## src/rtl/slpd_pkg.sv

```systemverilog
// Shared types and constants for the sync/length packet deframer.
// No dependencies; used by slpd_core and sync_length_packet_deframer.
package slpd_pkg;

  localparam int unsigned LEN_W   = 32;
  localparam int unsigned PADDR_W = 3;
  localparam int unsigned PDATA_W = 32;

  // deframer phases
  localparam logic [1:0] PH_HUNT1 = 2'd0;
  localparam logic [1:0] PH_HUNT2 = 2'd1;
  localparam logic [1:0] PH_LEN   = 2'd2;
  localparam logic [1:0] PH_BODY  = 2'd3;

  // result kinds
  localparam logic [1:0] KIND_BODY  = 2'd0;
  localparam logic [1:0] KIND_EMPTY = 2'd1;
  localparam logic [1:0] KIND_REJ1  = 2'd2;
  localparam logic [1:0] KIND_REJ2  = 2'd3;

  // register indexes (paddr[2])
  localparam logic REG_SYNC_FIRST  = 1'b0;
  localparam logic REG_SYNC_SECOND = 1'b1;

  localparam logic [7:0] SYNC_FIRST_RST  = 8'h5A;
  localparam logic [7:0] SYNC_SECOND_RST = 8'hA5;

  typedef struct packed {
    logic [1:0]       phase;
    logic [1:0]       lcnt;
    logic [LEN_W-1:0] cnt;
  } dfr_state_t;

  typedef struct packed {
    logic       emit;
    logic [1:0] kind;
    logic [7:0] body_byte;
    logic       last;
  } dfr_result_t;

endpackage

```

## src/rtl/slpd_core.sv

```systemverilog
// Next-state and result logic for one received word of the deframer.
// Purely combinational; depends on slpd_pkg.
module slpd_core (
  input  logic [7:0]           in_byte,
  input  logic [7:0]           sync_first,
  input  logic [7:0]           sync_second,
  input  slpd_pkg::dfr_state_t st,
  output slpd_pkg::dfr_state_t st_nxt,
  output slpd_pkg::dfr_result_t res
);

  logic [slpd_pkg::LEN_W-1:0] len_acc;
  logic [slpd_pkg::LEN_W-1:0] cnt_dec;

  always_comb begin
    len_acc = st.cnt;
    case (st.lcnt)
      2'd0:    len_acc[7:0]   = in_byte;
      2'd1:    len_acc[15:8]  = in_byte;
      2'd2:    len_acc[23:16] = in_byte;
      default: len_acc[31:24] = in_byte;
    endcase
  end

  assign cnt_dec = st.cnt - slpd_pkg::LEN_W'(1);

  always_comb begin
    st_nxt        = st;
    res.emit      = 1'b0;
    res.kind      = slpd_pkg::KIND_BODY;
    res.body_byte = 8'd0;
    res.last      = 1'b0;
    unique case (st.phase)
      slpd_pkg::PH_HUNT1: begin
        if (in_byte == sync_first) begin
          st_nxt.phase = slpd_pkg::PH_HUNT2;
        end else begin
          res.emit = 1'b1;
          res.kind = slpd_pkg::KIND_REJ1;
        end
      end
      slpd_pkg::PH_HUNT2: begin
        if (in_byte == sync_second) begin
          st_nxt.phase = slpd_pkg::PH_LEN;
          st_nxt.lcnt  = 2'd0;
          st_nxt.cnt   = '0;
        end else begin
          st_nxt.phase = slpd_pkg::PH_HUNT1;
          res.emit     = 1'b1;
          res.kind     = slpd_pkg::KIND_REJ2;
        end
      end
      slpd_pkg::PH_LEN: begin
        st_nxt.cnt = len_acc;
        if (st.lcnt != 2'd3) begin
          st_nxt.lcnt = st.lcnt + 2'd1;
        end else begin
          st_nxt.lcnt = 2'd0;
          if (len_acc == '0) begin
            st_nxt.phase = slpd_pkg::PH_HUNT1;
            res.emit     = 1'b1;
            res.kind     = slpd_pkg::KIND_EMPTY;
            res.last     = 1'b1;
          end else begin
            st_nxt.phase = slpd_pkg::PH_BODY;
          end
        end
      end
      default: begin
        st_nxt.cnt    = cnt_dec;
        res.emit      = 1'b1;
        res.kind      = slpd_pkg::KIND_BODY;
        res.body_byte = in_byte;
        res.last      = (cnt_dec == '0);
        if (cnt_dec == '0) begin
          st_nxt.phase = slpd_pkg::PH_HUNT1;
        end
      end
    endcase
  end

endmodule

```

## src/rtl/sync_length_packet_deframer.sv

```systemverilog
// Top level of the sync/length packet deframer: word registers, state, APB registers.
// Depends on slpd_pkg and slpd_core.
//
// Takes one received byte per word and sustains one word per clock while the output
// is not stalled. A word is registered on entry, decoded by a single pass of
// next-state logic and its result (if any) is written to the output register when
// the output is free; a stalled output holds one result while one more word
// waits in the entry register. Frames are two sync bytes, a 32-bit little-endian
// body length and the body; length bytes give no result, a zero length gives one
// empty-packet result, a bad sync byte gives a reject status. Sync values are set
// over APB at 0x0 (first) and 0x4 (second) and should be changed only when idle.
module sync_length_packet_deframer (
  input  logic                         clk,
  input  logic                         rst_n,
  input  logic                         in_valid,
  output logic                         in_ready,
  input  logic [7:0]                   in_byte,
  output logic                         out_valid,
  input  logic                         out_ready,
  output logic [1:0]                   out_kind,
  output logic [7:0]                   out_body_byte,
  output logic                         out_last,
  input  logic                         psel,
  input  logic                         penable,
  input  logic                         pwrite,
  input  logic [slpd_pkg::PADDR_W-1:0] paddr,
  input  logic [slpd_pkg::PDATA_W-1:0] pwdata,
  output logic [slpd_pkg::PDATA_W-1:0] prdata,
  output logic                         pready
);

  logic [7:0]            sync_first_r;
  logic [7:0]            sync_second_r;
  logic                  in_vld_r;
  logic [7:0]            in_byte_r;
  logic                  out_vld_r;
  logic [1:0]            out_kind_r;
  logic [7:0]            out_body_r;
  logic                  out_last_r;
  slpd_pkg::dfr_state_t  st_r;
  slpd_pkg::dfr_state_t  st_nxt;
  slpd_pkg::dfr_result_t res;
  logic                  proc_fire;
  logic                  out_free;
  logic                  apb_wr;

  // APB
  assign pready = 1'b1;
  assign apb_wr = psel & penable & pwrite;

  always_ff @(posedge clk) begin
    if (!rst_n) begin
      sync_first_r  <= slpd_pkg::SYNC_FIRST_RST;
      sync_second_r <= slpd_pkg::SYNC_SECOND_RST;
    end else if (apb_wr) begin
      unique case (paddr[2])
        slpd_pkg::REG_SYNC_FIRST:  sync_first_r  <= pwdata[7:0];
        slpd_pkg::REG_SYNC_SECOND: sync_second_r <= pwdata[7:0];
        default: ;
      endcase
    end
  end

  always_comb begin
    unique case (paddr[2])
      slpd_pkg::REG_SYNC_FIRST:  prdata = {24'd0, sync_first_r};
      slpd_pkg::REG_SYNC_SECOND: prdata = {24'd0, sync_second_r};
      default:                   prdata = '0;
    endcase
  end

  // word flow
  assign out_free  = !out_vld_r || out_ready;
  assign proc_fire = in_vld_r && out_free;
  assign in_ready  = !in_vld_r || out_free;

  always_ff @(posedge clk) begin
    if (!rst_n) begin
      in_vld_r <= 1'b0;
    end else if (in_ready) begin
      in_vld_r <= in_valid;
    end
  end

  always_ff @(posedge clk) begin
    if (in_ready && in_valid) begin
      in_byte_r <= in_byte;
    end
  end

  slpd_core u_core (
    .in_byte     (in_byte_r),
    .sync_first  (sync_first_r),
    .sync_second (sync_second_r),
    .st          (st_r),
    .st_nxt      (st_nxt),
    .res         (res)
  );

  always_ff @(posedge clk) begin
    if (!rst_n) begin
      st_r.phase <= slpd_pkg::PH_HUNT1;
      st_r.lcnt  <= 2'd0;
      st_r.cnt   <= '0;
    end else if (proc_fire) begin
      st_r <= st_nxt;
    end
  end

  always_ff @(posedge clk) begin
    if (!rst_n) begin
      out_vld_r <= 1'b0;
    end else if (out_free) begin
      out_vld_r <= proc_fire && res.emit;
    end
  end

  always_ff @(posedge clk) begin
    if (proc_fire && out_free) begin
      out_kind_r <= res.kind;
      out_body_r <= res.body_byte;
      out_last_r <= res.last;
    end
  end

  assign out_valid     = out_vld_r;
  assign out_kind      = out_kind_r;
  assign out_body_byte = out_body_r;
  assign out_last      = out_last_r;

`ifndef NO_ASSERTIONS
  a_body_emits: assert property (@(posedge clk) disable iff (!rst_n)
    proc_fire && st_r.phase == slpd_pkg::PH_BODY |=> out_valid)
    else $error("body word gave no result");

  a_body_cnt_nz: assert property (@(posedge clk) disable iff (!rst_n)
    st_r.phase == slpd_pkg::PH_BODY |-> st_r.cnt != '0)
    else $error("in body with zero bytes remaining");

  a_lcnt_phase: assert property (@(posedge clk) disable iff (!rst_n)
    st_r.lcnt != 2'd0 |-> st_r.phase == slpd_pkg::PH_LEN)
    else $error("length count set outside length phase");

  a_empty_last: assert property (@(posedge clk) disable iff (!rst_n)
    out_valid && out_kind == slpd_pkg::KIND_EMPTY |-> out_last && out_body_byte == 8'd0)
    else $error("empty packet result malformed");

  a_rej_clean: assert property (@(posedge clk) disable iff (!rst_n)
    out_valid && (out_kind == slpd_pkg::KIND_REJ1 || out_kind == slpd_pkg::KIND_REJ2)
    |-> !out_last && out_body_byte == 8'd0)
    else $error("reject result carries data");
`endif

endmodule
```

## config.mk

```make
export PLATFORM = sky130hd
export DESIGN_NAME = sync_length_packet_deframer
export DESIGN_NICKNAME = d
export VERILOG_FILES = /design/src/rtl/slpd_pkg.sv /design/src/rtl/slpd_core.sv /design/src/rtl/sync_length_packet_deframer.sv
export SDC_FILE = /design/constraint.sdc
export NUM_CORES = 1
export LEC_CHECK = 0
export ABC_AREA = 1
export BUFFER_PORTS_ARGS = -buffer_cell sky130_fd_sc_hd__buf_2
export CORE_MARGIN = 2
export CORE_UTILIZATION = 30
export DETAILED_ROUTE_END_ITERATION = 8
export PLACE_DENSITY_LB_ADDON = 0.12
export SYNTH_ARGS = -nofsm -noshare
export SYNTH_HDL_FRONTEND = slang
export SYNTH_SLANG_ARGS = --single-unit
```

## constraint.sdc

```tcl
create_clock -name clk -period 3.9 [get_ports clk]
set_input_delay 0.975 -clock clk [delete_from_list [all_inputs] [get_ports clk]]
set_output_delay 0.975 -clock clk [all_outputs]
set_load 0.01 [all_outputs]
```

==> results of run 1 <==
==> stage by stage <==
stage                     total power [mW]  instances  setup WS, ns
final                                 1.94       1025          1.24
after global routing                  2.02       1025         0.993
after CTS                             1.97       1025          1.21
after detailed placement              1.00       1009         0.855
after global placement               0.999       1009         0.942
after floorplan                      0.956        796          1.47
==> path summary, 6_finish.rpt <==
kind          endpoint         start
min          out_valid      in_vld_r
max            st_r[2]  in_byte_r[3]
max reg2reg    st_r[2]  in_byte_r[3]
min reg2reg  out_valid      in_vld_r
==> sequential cells by signal, summed over array words and instances, names as in the netlist <==
signal	cells
in_byte_r	8
sync_first_r	8
out_last	1
sync_second_r	8
in_vld_r	1
out_valid	1
out_kind	2
st_r	36
out_body_byte	8
==> critical path, delay by kind of cell, from the launching register on <==
kind	cells	cell delay (ns)
buffers and inverters	3	0.53
flip-flops	1	0.73
XOR/XNOR	1	0.20
AO/OA/AOI/OAI	2	0.30
AND/OR/NAND/NOR	6	0.83
==> cells in the final DEF (no fill, tap or decap), types with 2 or more instances in the layout <==
cell	synthesis	routed
o21ai_0	86	86
nand4_1	8	8
a31oi_1	3	3
xnor2_1	11	11
or2_2	4	4
ha_1	10	10
nor2_2	9	9
a21oi_1	46	46
nor2_8	2	2
nor2_1	92	92
bufinv_16	0	3
buf_4	25	5
buf_2	18	44
conb_1	2	25
nor3_1	3	3
edfxtp_1	19	19
inv_2	9	9
o21ai_1	14	14
xor2_1	7	7
inv_1	65	65
nor2_4	5	5
clkbuf_16	0	9
dfxtp_1	54	54
nand2_2	9	9
a22oi_1	17	17
nand3_1	26	26
nand2_4	3	3
nand2_1	200	200
nor4_1	7	7
clkinv_1	1	2
==> layer usage <==
metal | wire [um] | global-route usage (%) | vias up | part of all wire (%)
met2 | 7410 | 30.0 | 150 | 46
met1 | 7270 | 23.8 | 2295 | 45
met3 | 927 | 3.36 | 27 | 5.8
li1 | - | - | 2522 | -
met4 | 471 | 7.31 | 0 | 2.9
met5 | 0 | 0 | - | 0
==> area by class of cell <==
type                            count  area, um2
Clock buffer                       10        229
Clock inverter                      6        106
Fill cell                        1797      10900
Inverter                           75        282
Multi-Input combinational cell    592       2910
Sequential cell                    73       1650
Tap cell                          220        275
Timing Repair Buffer               49        258
==> power by group <==
part | switching, mW | total, mW | internal, mW
clock network | 0.338 | 0.960 | 0.622
registers | 0.0256 | 0.820 | 0.794
logic | 0.108 | 0.165 | 0.0575
total | 0.471 | 1.94 | 1.47
==> cells by family (layout without fill, tap and decap cells) <==
logic type | Yosys count | after routing | synth area share [%]
simple gates | 371 | 371 | 32.2
compound gates | 167 | 167 | 17.4
buf+inv | 131 | 140 | 12.0
flops | 73 | 73 | 32.5
xor+xnor | 18 | 18 | 3.10
fa+ha+maj | 10 | 10 | 2.46
other cells | 2 | 25 | 0.148
mux | 1 | 1 | 0.197
==> flow_metrics.py, run 1 <==
metrics = {
    "run_status": {
        "outcome": "finished, final reports clean",
    },
    "synthesis": {
        "synthTopCellsByArea": "dfxtp_1, nand2_1, edfxtp_1",
        "synth_seq_cells": 73,
        "ys.flop_type": "dfxtp_1",
        "ys_seq_area_share_pct": 32.5,
        "netlist_area_um2": 5080,
        "yosysWarnings": 0,
        "synth-edff-count": 19,
        "async_flop_share_pct": 0,
        "synth.most_common_cell": "nand2_1",
        "synth_cells": 773,
        "synth_top_area_share_pct": 21.3,
        "yosysTopAreaCell": "dfxtp_1",
        "avgSynthCellArea_um2": 6.58,
        "synthTopCellsByCount": "nand2_1, nor2_1, o21ai_0",
        "ys_types": 35,
    },
    "clock_tree": {
        "cts_tree": "done",
        "cts_buffer_depth": 2,
        "cts_resized": 0,
        "htreeDepth": 3,
        "cts.sinks": 73,
        "insertion_delay_ns": 0.35,
        "cts_setup_buffers": 0,
        "cts-root-buf": "clkbuf_16",
        "clkSlewWorstSetupHoldPaths_ns": 0.06,
        "holdBufCountCts": 0,
        "cts_buffers": 9,
    },
    "route": {
        "vias": 4994,
        "ant_nets": 0,
        "vias_per_cell": 4.87,
        "drtIter0Drc": 340,
        "wl_um": 16100,
        "drc": 0,
        "drt_pass1_iterations": 6,
        "wl_per_cell_um": 15.7,
    },
    "finish": {
        "syn_to_final_growth_pct": 12.3,
        "final_core_util_pct": 34.4,
        "drive_gt1_share_pct": 13.2,
        "design_area_um2": 5710,
        "diodes": 0,
        "nets": 860,
    },
    "setup_path": {
        "r2r_slack_ns": 1.24,
        "r2r.worst_path.cells": 12,
        "cp_data_arrival_time_ns": 2.93,
        "crit_type": "reg2reg",
        "cp.required_ns": 4.17,
        "worstPathCellList": "xnor2_1 > nand2_1 > nor2_1 > nand2_1 > inv_1 > nor2_1 > inv_2 > nand2_1 > nor2_4 > buf_4 > o21ai_0 > a31oi_1",
        "cp_max_fo": 28,
        "cp_common_cell": "nand2_1",
        "crit_path_max_incr_delay_ns": 0.73,
        "worst_setup_path_end_kind": "flop",
        "crit_slowest_cell": "edfxtp_1",
        "cp-start-kind": "flop",
    },
    "timing": {
        "slew_headroom_pct": 56.7,
        "holdWs_ns": 0.483,
        "setup_violations": 0,
        "finClkSkew_ns": 0.00911,
        "tns_ns": 0,
        "layout_min_cycle_time_ns": 2.66,
        "final-hold-violation-count": 0,
        "min_period_over_period_pct": 68.2,
        "grt_setup_unrepaired": "false",
        "worst_slew_pin_slew_ns": 0.649,
        "fmax_ghz": 0.376,
        "finalMaxSlewViolations": 0,
    },
    "grt": {
        "grt_first_pass_wirelength_um": 25400,
        "grt_use_total_pct": 18.3,
        "antenna_found_initial": 0,
        "grt_overflow": 0,
        "grt_max_degree": 32,
        "grt_pass1_vias": 4739,
    },
    "floorplan": {
        "io_pins": 96,
        "die_h_um": 134,
        "num_rows": 47,
        "dieArea_um2": 18000,
        "die_w_um": 134,
        "core_area_um2": 16600,
        "start_util_pct": 30.7,
    },
    "hold_path": {
        "hold_path_depth": 2,
        "hold_class": "reg2reg",
    },
    "placement": {
        "hpwl_um": 11600,
        "portBuffers": 44,
        "gp_routability_congestion": 0.864,
        "placed_area_um2": 5370,
    },
    "power_and_ir_drop": {
        "power_density_nw_per_um2": 341,
        "leakagePower_nw": 2.80,
        "vdd_drop_max_mv": 0.279,
    },
    "flow_run": {
        "max_cap_violations": 0,
    },
}
No activity file was read; power rests on OpenSTA's default activity.
==> run 2, diff against run 1 <==
==> constraint.sdc (replaced) <==
create_clock -name clk -period 2.6 [get_ports clk]
set_input_delay 0.65 -clock clk [delete_from_list [all_inputs] [get_ports clk]]
set_output_delay 0.65 -clock clk [all_outputs]
set_load 0.01 [all_outputs]
==> flow_metrics.py, run 2 (synthesis results as in run 1) <==
metrics = {
    "floorplan": {
        "die_w_um": 134,
        "io_pins": 96,
        "start_util_pct": 30.7,
        "dieArea_um2": 18000,
        "die_h_um": 134,
        "core_area_um2": 16600,
        "num_rows": 47,
    },
    "clock_tree": {
        "cts-root-buf": "clkbuf_16",
        "cts.sinks": 73,
        "insertion_delay_ns": 0.35,
        "cts_setup_buffers": 0,
        "htreeDepth": 3,
        "cts_buffer_depth": 2,
        "cts_buffers": 9,
        "holdBufCountCts": 0,
        "cts_resized": 0,
        "clkSlewWorstSetupHoldPaths_ns": 0.06,
        "cts_tree": "done",
    },
    "route": {
        "wl_per_cell_um": 15.8,
        "drc": 0,
        "ant_nets": 0,
        "vias": 5014,
        "vias_per_cell": 4.86,
        "drt_pass1_iterations": 5,
        "wl_um": 16300,
        "drtIter0Drc": 348,
    },
    "grt": {
        "grt_max_degree": 30,
        "grt_overflow": 0,
        "grt_pass1_vias": 4960,
        "antenna_found_initial": 0,
        "grt_first_pass_wirelength_um": 26000,
        "grt_use_total_pct": 18.7,
    },
    "placement": {
        "portBuffers": 44,
        "gp_routability_congestion": 0.901,
        "hpwl_um": 11900,
        "pre_cts_ws_ns": 0.0483,
    },
    "finish": {
        "diodes": 0,
        "final_cell_mix": "nand2_1, nor2_1, o21ai_0",
        "drive_gt1_share_pct": 14.7,
        "nets": 867,
        "largest_reg_flops": 36,
        "regMostFlops": "st_r",
        "fillers": 1845,
        "final_common_cell": "nand2_1",
        "syn_to_final_growth_pct": 13.4,
    },
    "timing": {
        "final-hold-violation-count": 0,
        "slew_headroom_pct": 55.3,
        "finalMaxSlewViolations": 0,
        "tns_ns": 0,
        "worst_slew_pin_slew_ns": 0.670,
        "grt_setup_unrepaired": "false",
        "setup_violations": 0,
        "fmax_ghz": 0.414,
        "layout_min_cycle_time_ns": 2.42,
        "finClkSkew_ns": 0.00643,
        "holdWs_ns": 0.471,
        "min_period_over_period_pct": 93.0,
        "setup_slack_ns": 0.182,
    },
    "power_and_ir_drop": {
        "leakagePower_nw": 2.83,
        "total_power_mw": 2.87,
        "vdd_drop_max_mv": 0.360,
        "power_density_nw_per_um2": 497,
    },
    "setup_path": {
        "crit_slowest_cell": "dfxtp_1",
        "worstPathCellList": "inv_1 > ha_2 > nand3_4 > nor2_2 > nand2_2 > xor2_1 > nor2_1 > nand2_1 > nor2_1 > nand3_1 > nand2_1 > nand2_2 > nor2_1 > nor2_1",
        "cp-start-kind": "flop",
        "cp.required_ns": 2.84,
        "crit_type": "reg2reg",
        "crit_path_max_incr_delay_ns": 0.33,
        "cp_data_arrival_time_ns": 2.66,
        "critPathTopFamily": "simple AND/OR/NAND/NOR gates",
        "cp_max_fo": 6,
        "worst_setup_path_end_kind": "flop",
        "cp_common_cell": "nor2_1",
        "critPathBufInv": 1,
    },
    "flow_run": {
        "max_cap_violations": 0,
    },
    "hold_path": {
        "hold_class": "in2reg",
    },
    "run_status": {
        "outcome": "finished, final reports clean",
    },
}
run 2: cell count changes in the layout (fill, tap and decap cells not counted):
cell	before	now
clkinv_2	1	0
buf_4	5	12
clkbuf_8	0	1
nand3_2	0	1
clkinvlp_4	1	2
ha_2	0	5
ha_1	10	5
nand3_1	26	25
bufinv_16	3	2
run 2: where the power goes:
part	total, mW	internal (mW)	switching [mW]
Sequential	1.23	1.19	0.0425
Clock	1.39	0.864	0.522
Combinational	0.246	0.0890	0.157
Total	2.87	2.14	0.721
run 2: stage by stage:
stage / util [%] / std cells / instance area [um2]
floorplan: - / 796 / 5170
global placement: 32.7 / 1016 / 5430
detailed placement: 32.7 / 1016 / 5430
CTS: 34.7 / 1032 / 5750
global route: 34.8 / 1032 / 5770
finish: 34.8 / 1032 / 5770
run 2: worst paths after layout:
check                        from               to  slack, ns  cells past startpoint
hold reg to reg   sync_first_r[7]  sync_first_r[7]       0.50                      2
setup / recovery          st_r[0]         st_r[35]       0.18                     14
hold / removal         in_byte[3]     in_byte_r[3]       0.47                      1
setup reg to reg          st_r[0]         st_r[35]       0.18                     14
run 2: final cells by class:
type | count | area (um2) | share of cell area (%)
repair buffers | 56 | 310 | 5.38
clock inverters | 5 | 78.8 | 1.37
clock buffers | 11 | 243 | 4.21
inverters | 75 | 282 | 4.88
multi-input cells | 592 | 2930 | 50.7
well taps | 220 | 275 | 4.77
flip-flops and latches | 73 | 1650 | 28.6
run 2: layer usage:
metal	vias to the layer above	track usage (%)	part of all wire, %
met5	-	0	0
met4	0	6.78	2.5
met3	30	3.74	5.0
met2	132	31.7	48
met1	2322	23.6	45
li1	2530	-	-
